**src/sv/sxde_pkg.sv**
```systemverilog
// Shared types and constants for the sprite XOR draw engine.
package sxde_pkg;

  // Command codes carried in the request item
  localparam logic [1:0] CMD_CLEAR = 2'd0;
  localparam logic [1:0] CMD_DRAW  = 2'd1;
  localparam logic [1:0] CMD_READ  = 2'd2;

  // Frame row width and the left-justify shift of a sprite byte
  localparam int unsigned ROW_BITS   = 64;
  localparam int unsigned BYTE_SHIFT = 56;

  typedef struct packed {
    logic [1:0] cmd;
    logic [7:0] x_coord;
    logic [7:0] y_coord;
    logic [3:0] row_index;
    logic       last_row;
    logic [7:0] sprite_byte;
    logic [4:0] row_select;
  } req_t;

  typedef struct packed {
    logic        collision;
    logic        row_drawn;
    logic [63:0] row_bits;
    logic        sprite_done;
  } rsp_t;

  // Controller to datapath commands
  typedef struct packed {
    logic load;    // capture the accepted item
    logic rd_en;   // resolve the row address and read the frame row
    logic commit;  // update frame and flag, load the result register
  } dp_cmd_t;

  // Datapath to controller status
  typedef struct packed {
    logic rsp_free;  // result register can take a new item this cycle
  } dp_status_t;

endpackage

```
**src/sv/sxde_ctrl.sv**
```systemverilog
// Sequencer for one item: accept, address and read, modify and commit.
module sxde_ctrl (
  input  logic                clk,
  input  logic                rst,
  input  logic                req_valid,
  output logic                req_ready,
  input  sxde_pkg::dp_status_t status,
  output sxde_pkg::dp_cmd_t    cmd
);
  import sxde_pkg::*;

  typedef enum logic [2:0] {
    ST_IDLE   = 3'b001,
    ST_ADDR   = 3'b010,
    ST_MODIFY = 3'b100
  } state_t;

  state_t state;
  state_t state_next;

  // Step through the phases; hold in modify until the result slot frees
  always_comb begin
    state_next = state;
    unique case (state)
      ST_IDLE: begin
        if (req_valid) state_next = ST_ADDR;
      end
      ST_ADDR: begin
        state_next = ST_MODIFY;
      end
      ST_MODIFY: begin
        if (status.rsp_free) state_next = ST_IDLE;
      end
      default: state_next = ST_IDLE;
    endcase
  end

  always_ff @(posedge clk) begin
    if (rst) begin
      state <= ST_IDLE;
    end else begin
      state <= state_next;
    end
  end

  // Drive the handshake and the datapath commands
  assign req_ready  = (state == ST_IDLE);
  assign cmd.load   = req_valid && (state == ST_IDLE);
  assign cmd.rd_en  = (state == ST_ADDR);
  assign cmd.commit = (state == ST_MODIFY) && status.rsp_free;

endmodule

```
**src/sv/sxde_datapath.sv**
```systemverilog
// Frame memory, sprite placement, collision flag and result register.
module sxde_datapath #(
  parameter int unsigned SCREEN_ROWS = 32
) (
  input  logic                 clk,
  input  logic                 rst,
  input  sxde_pkg::req_t       req_item,
  input  logic                 cfg_valid,
  input  logic                 cfg_data,
  input  sxde_pkg::dp_cmd_t    cmd,
  output sxde_pkg::dp_status_t status,
  output logic                 rsp_valid,
  input  logic                 rsp_ready,
  output sxde_pkg::rsp_t       rsp_item
);
  import sxde_pkg::*;

  localparam int unsigned AW    = $clog2(SCREEN_ROWS);
  // Reciprocal for y mod SCREEN_ROWS: exact quotient for 8-bit y
  localparam int unsigned RECIP = (65536 + SCREEN_ROWS - 1) / SCREEN_ROWS;
  localparam logic [8:0]  ROWS9 = 9'(SCREEN_ROWS);

  // Place a sprite byte MSB-first at a column, clipped or wrapped
  function automatic logic [ROW_BITS-1:0] place_byte(
    input logic [7:0] byte_val,
    input logic [5:0] col,
    input logic       clip
  );
    logic [ROW_BITS-1:0] v;
    logic [6:0]          back;
    begin
      v    = {byte_val, {BYTE_SHIFT{1'b0}}};
      back = 7'(ROW_BITS) - {1'b0, col};
      if (clip || col == 6'd0) begin
        place_byte = v >> col;
      end else begin
        place_byte = (v >> col) | (v << back);
      end
    end
  endfunction

  req_t                 item;
  logic [7:0]           quot;
  logic                 clip_en;
  logic                 coll_flag;
  logic [AW-1:0]        row_addr;
  logic [AW-1:0]        rd_addr;
  logic                 row_ok;
  logic [ROW_BITS-1:0]  rd_data;
  logic [ROW_BITS-1:0]  frame_mem [SCREEN_ROWS];
  logic [SCREEN_ROWS-1:0] row_valid;

  logic [24:0]          prod;
  logic [15:0]          qr;
  logic [7:0]           ymod;
  logic [8:0]           row_sum;
  logic                 row_wrap;
  logic [8:0]           row_fix;
  logic [6:0]           rsel_ext;
  logic [ROW_BITS-1:0]  old_row;
  logic [ROW_BITS-1:0]  pat;
  logic [ROW_BITS-1:0]  new_row;
  logic                 coll_next;
  logic                 draw_wr;
  rsp_t                 rsp_next;

  // Configuration register
  always_ff @(posedge clk) begin
    if (rst) begin
      clip_en <= 1'b0;
    end else if (cfg_valid) begin
      clip_en <= cfg_data;
    end
  end

  // Capture the item and the quotient of y by the row count
  assign prod = 25'(req_item.y_coord) * 25'(RECIP);

  always_ff @(posedge clk) begin
    if (cmd.load) begin
      item <= req_item;
      quot <= prod[23:16];
    end
  end

  // Resolve the target row: wrap or clip past the bottom edge
  assign qr       = 16'(quot) * 16'(SCREEN_ROWS);
  assign ymod     = item.y_coord - qr[7:0];
  assign row_sum  = {1'b0, ymod} + 9'(item.row_index);
  assign row_wrap = row_sum >= ROWS9;
  assign row_fix  = row_wrap ? row_sum - ROWS9 : row_sum;
  assign rsel_ext = 7'(item.row_select);
  assign rd_addr  = (item.cmd == CMD_READ) ? rsel_ext[AW-1:0] : row_fix[AW-1:0];

  always_ff @(posedge clk) begin
    if (cmd.rd_en) begin
      if (item.cmd == CMD_READ) begin
        row_addr <= rsel_ext[AW-1:0];
        row_ok   <= 32'(rsel_ext) < SCREEN_ROWS;
      end else begin
        row_addr <= row_fix[AW-1:0];
        row_ok   <= !(row_wrap && clip_en);
      end
    end
  end

  // Frame memory: one write port, one registered read port
  always_ff @(posedge clk) begin
    if (cmd.rd_en) begin
      rd_data <= frame_mem[rd_addr];
    end
    if (draw_wr) begin
      frame_mem[row_addr] <= new_row;
    end
  end

  // Valid bits: an unwritten or cleared row reads as zero
  always_ff @(posedge clk) begin
    if (rst) begin
      row_valid <= '0;
    end else if (cmd.commit && item.cmd == CMD_CLEAR) begin
      row_valid <= '0;
    end else if (draw_wr) begin
      row_valid[row_addr] <= 1'b1;
    end
  end

  // XOR the sprite row in and test for erased pixels
  assign old_row   = row_valid[row_addr] ? rd_data : '0;
  assign pat       = place_byte(item.sprite_byte, item.x_coord[5:0], clip_en);
  assign new_row   = old_row ^ pat;
  assign coll_next = ((item.row_index != 4'd0) && coll_flag)
                     || (row_ok && ((old_row & pat) != '0));
  assign draw_wr   = cmd.commit && (item.cmd == CMD_DRAW) && row_ok;

  always_ff @(posedge clk) begin
    if (rst) begin
      coll_flag <= 1'b0;
    end else if (cmd.commit && item.cmd == CMD_DRAW) begin
      coll_flag <= coll_next;
    end
  end

  // Form the result for each command
  always_comb begin
    rsp_next = '0;
    unique case (item.cmd)
      CMD_DRAW: begin
        rsp_next.collision   = coll_next;
        rsp_next.row_drawn   = row_ok;
        rsp_next.row_bits    = row_ok ? new_row : '0;
        rsp_next.sprite_done = item.last_row;
      end
      CMD_READ: begin
        rsp_next.row_bits = row_ok ? old_row : '0;
      end
      default: rsp_next = '0;
    endcase
  end

  // Result register: hold until taken
  always_ff @(posedge clk) begin
    if (rst) begin
      rsp_valid <= 1'b0;
    end else if (cmd.commit) begin
      rsp_valid <= 1'b1;
    end else if (rsp_ready) begin
      rsp_valid <= 1'b0;
    end
  end

  always_ff @(posedge clk) begin
    if (cmd.commit) begin
      rsp_item <= rsp_next;
    end
  end

  assign status.rsp_free = !rsp_valid || rsp_ready;

endmodule

```
**src/sv/sprite_xor_draw_engine.sv**
```systemverilog
// Top level of the sprite XOR draw engine: controller plus datapath.
//
// Holds a 64-column frame of SCREEN_ROWS rows and executes one command per
// request item: clear the frame, XOR one sprite row into it, or read a row.
// Request channel req_valid/req_ready carries req_item; every item yields
// exactly one result item on rsp_valid/rsp_ready.
// Configuration: cfg_valid/cfg_ready writes clip_enable from cfg_data; it is
// always ready and must only be written while the engine is idle.
// An accepted item passes the ADDR and MODIFY states and then has its result in
// the output register when that register is free. No new item is taken until
// the last is committed; the frame memory's read-modify-write resolves the row
// and reads it in ADDR, then XORs, writes back and loads the result in MODIFY.
// A clear resets the valid bits at commit, so no clearing sweep is needed.
// Reset clears the frame (all rows read zero), the collision flag and
// clip_enable, and empties the result register.
// When the receiver stalls, the result waits in the output register and the
// engine may already accept and resolve the next item, holding it before
// commit until the register is taken.
module sprite_xor_draw_engine #(
  parameter int unsigned SCREEN_ROWS = 32
) (
  input  logic           clk,
  input  logic           rst,
  input  logic           req_valid,
  output logic           req_ready,
  input  sxde_pkg::req_t req_item,
  output logic           rsp_valid,
  input  logic           rsp_ready,
  output sxde_pkg::rsp_t rsp_item,
  input  logic           cfg_valid,
  output logic           cfg_ready,
  input  logic           cfg_data
);
  import sxde_pkg::*;

  dp_cmd_t    dp_cmd;
  dp_status_t dp_status;

  assign cfg_ready = 1'b1;

  sxde_ctrl u_ctrl (
    .clk       (clk),
    .rst       (rst),
    .req_valid (req_valid),
    .req_ready (req_ready),
    .status    (dp_status),
    .cmd       (dp_cmd)
  );

  sxde_datapath #(
    .SCREEN_ROWS (SCREEN_ROWS)
  ) u_datapath (
    .clk       (clk),
    .rst       (rst),
    .req_item  (req_item),
    .cfg_valid (cfg_valid),
    .cfg_data  (cfg_data),
    .cmd       (dp_cmd),
    .status    (dp_status),
    .rsp_valid (rsp_valid),
    .rsp_ready (rsp_ready),
    .rsp_item  (rsp_item)
  );

endmodule

```
**config.mk**
```make
export PLATFORM = sky130hd
export DESIGN_NAME = sprite_xor_draw_engine
export DESIGN_NICKNAME = d
export VERILOG_FILES = /design/src/sv/sxde_pkg.sv /design/src/sv/sxde_ctrl.sv /design/src/sv/sxde_datapath.sv /design/src/sv/sprite_xor_draw_engine.sv
export SDC_FILE = /design/constraint.sdc
export NUM_CORES = 2
export LEC_CHECK = 0
export ABC_AREA = 1
export ABC_CLOCK_PERIOD_IN_PS = 13400
export BUFFER_PORTS_ARGS = -buffer_cell sky130_fd_sc_hd__clkbuf_2
export CAP_MARGIN = 20
export CELL_PAD_IN_SITES_DETAIL_PLACEMENT = 0
export CELL_PAD_IN_SITES_GLOBAL_PLACEMENT = 1
export CORE_MARGIN = 5
export CORE_UTILIZATION = 47
export CTS_CLUSTER_DIAMETER = 150
export DETAILED_ROUTE_END_ITERATION = 7
export GPL_TIMING_DRIVEN = 1
export PLACE_DENSITY = 0.74
export SLEW_MARGIN = 20
export SYNTH_ARGS = -nofsm -noshare
export SYNTH_HDL_FRONTEND = slang
export SYNTH_HIERARCHICAL = 1
export SYNTH_SLANG_ARGS = --single-unit
```
**constraint.sdc**
```tcl
create_clock -name clk -period 13.4 [get_ports clk]
set_input_delay 2.01 -clock clk [delete_from_list [all_inputs] [get_ports clk]]
set_output_delay 2.01 -clock clk [all_outputs]
set_load 0.05 [all_outputs]
```
==> parameters.txt <==
Parameter                              Value

Run status
  Outcome ... complete, no violations

Timing
  Final max-slew violation count ... 0
  Post-route minimum period ... approximately 5.6 ns
  Transition time at the pin with the least slew margin ... approximately 1.2 ns
  Setup repair after global routing missed its margin ... false
  Final worst-path cycle share ... 0.421
  Max Fclk ... about 180 MHz
  Total setup violations reported at the end of the flow ... 0
  Final count of hold timing violations ... 0
  Headroom to the max-slew limit ... 0.185
  Final total negative setup slack ... 0 ns
  Final clock skew ... just over 0.04 ns

Clock tree
  Resize count post-CTS ... 0
  Number of hold-repair buffers added at the cts stage ... 0
  Later-pin clock latency in the skew report ... 0.87 ns
  Maximum number of buffers from clock root to sink ... 3
  Root buffer cell ... sky130_fd_sc_hd__clkbuf_16
  Total clock buffers created by CTS ... 224
  Register clock-pin slew on the reported worst setup and hold paths ... 0.06 ns
  Buffers inserted by post-CTS timing repair ... 0
  Clock sinks ... 2254
  Number of H-tree levels ... 4
  Clock tree from TritonCTS ... done

Power
  Max VDD drop ... 0.000113 V
  Power consumption ... about 16 mW
  Cell-internal power ... approximately 12 mW
  Switching share of power ... 0.266
  Flop pwr share ... 0.484
  Clock share of power ... 0.376
  Areal power density over the cells ... between 150 and 200 nW/um^2
  Comb power frac ... 0.140
  Static Leakage ... between 30 and 40 nW
  Switching power ... roughly 4.3 mW

GRT
  Via count of the first global-routing pass ... 56085
  Initial antenna violation count ... 5
  Wire length of the first global-routing pass ... approximately 380 mm
  Largest net degree at the start of global routing ... approximately 270
  Overflow left after global routing ... 0
  Global routing usage summed across all routing layers ... 0.244

Routing
  Wire length after detailed routing ... between 200 and 300 mm
  Number of remaining DRC errors ... 0
  Count of vias placed by the detailed router ... between 60000 and 70000
  Routed wire length per instance ... roughly 24 um
  Detail-routed via count per cell ... between 5 and 6
  Number of violations reported at the end of detailed-routing iteration 0 ... 7062
  Antenna-violating nets left ... 0
  Total iterations of the first detailed-routing run ... 6

Synthesis
  Ys Warns ... 6
  Post-synthesis sequential area ratio ... 0.711
  Number of enable-type register cells in the synthesized netlist ... 2216
  Mapped cell area ... about 95000 um^2
  Number of library cell types mapped by synthesis ... roughly 40
  Commonest register cell after synthesis ... sky130_fd_sc_hd__edfxtp_1
  Share of async-settable or async-resettable flops after synthesis ... 0
  Number of synthesized register bits ... around 2300
  Avg Inst Size Synth ... around 12 um^2
  Mapped Nets ... roughly 8000
  Number of standard cells after synthesis ... between 8000 and 9000

Die
  Number of rows in the core area ... ~160
  Width of the die ... about 460 um
  Chip Height ... 459 um
  I/O pins ... 112
  Core outline area ... 200000 um^2
  Starting density of the core ... 0.473
  Total Die Area ... ~210000 um^2

Critical path
  Worst Path Max Fanout ... approximately 200
  Critical path endpoint category ... flop
  Launching element type of the critical path ... flop
  Classification of the worst setup path ... reg2reg
  Worst Path Required ... 13.98 ns
  Data arrival time of the critical path ... 6.22 ns

Cells and area
  P&R area growth vs syn ... 10.4%
  Most frequent cells in the layout ... sky130_fd_sc_hd__edfxtp_1 (2216), sky130_fd_sc_hd__nand2_1 (1216), sky130_fd_sc_hd__inv_1 (1138)
  Most common cell after layout, fill and taps aside ... sky130_fd_sc_hd__edfxtp_1
  Filler instances ... 17108
  Finished Layout Cells ... approximately 11000
  Layout cells sized above 1 ... 0.0768
  Fin nets ... a little over 8000

Place
  GP Congestion ... ~0.87
  Post-DP HPWL ... roughly 130 mm
  Port-buffer cells ... between 100 and 150
  Post-placement cell count ... approximately 10000

Min path
  Hold Crit Class ... reg2reg

Flow run
  Max-cap violations ... 0
-- area by class of cell --
cell class,instances,area (um^2),area share
flip-flops and latches,2254,67300,0.644
diodes,3,7.51,0.0000718
repair buffers,226,1570,0.0150
well taps,2656,3320,0.0318
inverters,1152,4350,0.0416
multi-input cells,4171,20900,0.200
clock inverters,133,1170,0.0112
clock buffers,276,5860,0.0561
-- cell usage after synthesis (all sizes together), types with 3 or more instances --
cell    instances  area share
edfxtp       2216        0.70
nand2        1220       0.049
inv          1150       0.046
a21oi         791       0.042
nand3         732       0.039
o21ai         673       0.036
o211ai        323       0.026
buf           317       0.019
nor2          255       0.010
clkbuf        178      0.0071
ha             72      0.0095
or2            64      0.0042
dfxtp          38      0.0080
nor3           12     0.00063
o22ai           8     0.00053
nand4           6     0.00040
nor4            3     0.00026
-- critical path, stage by stage, from the launching register on --
cell,delay (ns)
sky130_fd_sc_hd__edfxtp_1,0.36
sky130_fd_sc_hd__inv_1,0.07
sky130_fd_sc_hd__ha_1,0.27
sky130_fd_sc_hd__inv_2,0.23
sky130_fd_sc_hd__nand2_2,0.14
sky130_fd_sc_hd__nand2_8,0.60
sky130_fd_sc_hd__buf_4,0.76
sky130_fd_sc_hd__buf_12,0.35
sky130_fd_sc_hd__buf_16,0.49
sky130_fd_sc_hd__buf_4,0.87
sky130_fd_sc_hd__nand2_1,0.11
sky130_fd_sc_hd__o211ai_1,0.13
sky130_fd_sc_hd__nand3_1,0.12
sky130_fd_sc_hd__nand2_1,0.12
sky130_fd_sc_hd__nand2_1,0.06
sky130_fd_sc_hd__nand3_1,0.10
sky130_fd_sc_hd__nand2_1,0.15
-- final timing paths --
kind                                start                      end  slack [ns]  depth (start not counted)
setup reg to reg      u_datapath/item[34]   u_datapath/rd_data[28]        7.76                         16
hold / removal    u_datapath/row_valid[1]  u_datapath/row_valid[1]        0.47                          2
setup / recovery      u_datapath/item[34]   u_datapath/rd_data[28]        7.76                         16
hold reg to reg   u_datapath/row_valid[1]  u_datapath/row_valid[1]        0.47                          2
-- layer usage --
layer	track usage	up-vias	wire (um)
li1	-	28084	-
met1	0.345	29330	110000
met2	0.387	2362	120000
met3	0.0364	445	21100
met4	0.0904	0	10100
met5	0	-	0
-- metrics by stage --
step	hold WS, ns	setup WS (ns)	utilization	instance area [um^2]
3_5_place_dp	0.459	7.06	0.487	97400
4_1_cts	0.474	7.93	0.522	104000
2_1_floorplan	0.440	0.310	-	94700
5_1_grt	0.500	7.30	0.522	105000
3_3_place_gp	0.450	7.05	0.487	97400
6_report	0.471	7.76	0.522	105000
-- registers in the layout, summed over array words and instances (netlist names), 3 cells and up --
name and count:
u_ctrl/state 3, u_datapath/frame_mem 2048, u_datapath/item 31, u_datapath/rd_data 64, u_datapath/row_addr 5, u_datapath/row_valid 32
u_datapath/rsp_item 67
-- power by group through the flow --
stage               clock [mW]  combinational, mW  sequential [mW]
floorplan                    0               1.65             7.95
global placement             0               2.21             7.96
detailed placement           0               2.24             7.96
CTS                       6.18               2.25             7.82
global route              6.47               2.53             7.81
finish                    6.07               2.26             7.82
-- kinds of logic (layout without fill, tap and decap cells) --
kind of cell,Yosys count,after routing,synth area share
muxes,1,1,0.000106
DFF,2254,2254,0.711
other,1,4,0.0000396
xor gates and xnor gates,1,1,0.0000925
and+or+nand+nor,2294,2294,0.104
adders and majority gates,73,73,0.00973
AOI/OAI and AO/OA,1801,1801,0.104
buffers and inverters,1647,1787,0.0714
(Power assumes the default switching activity.)
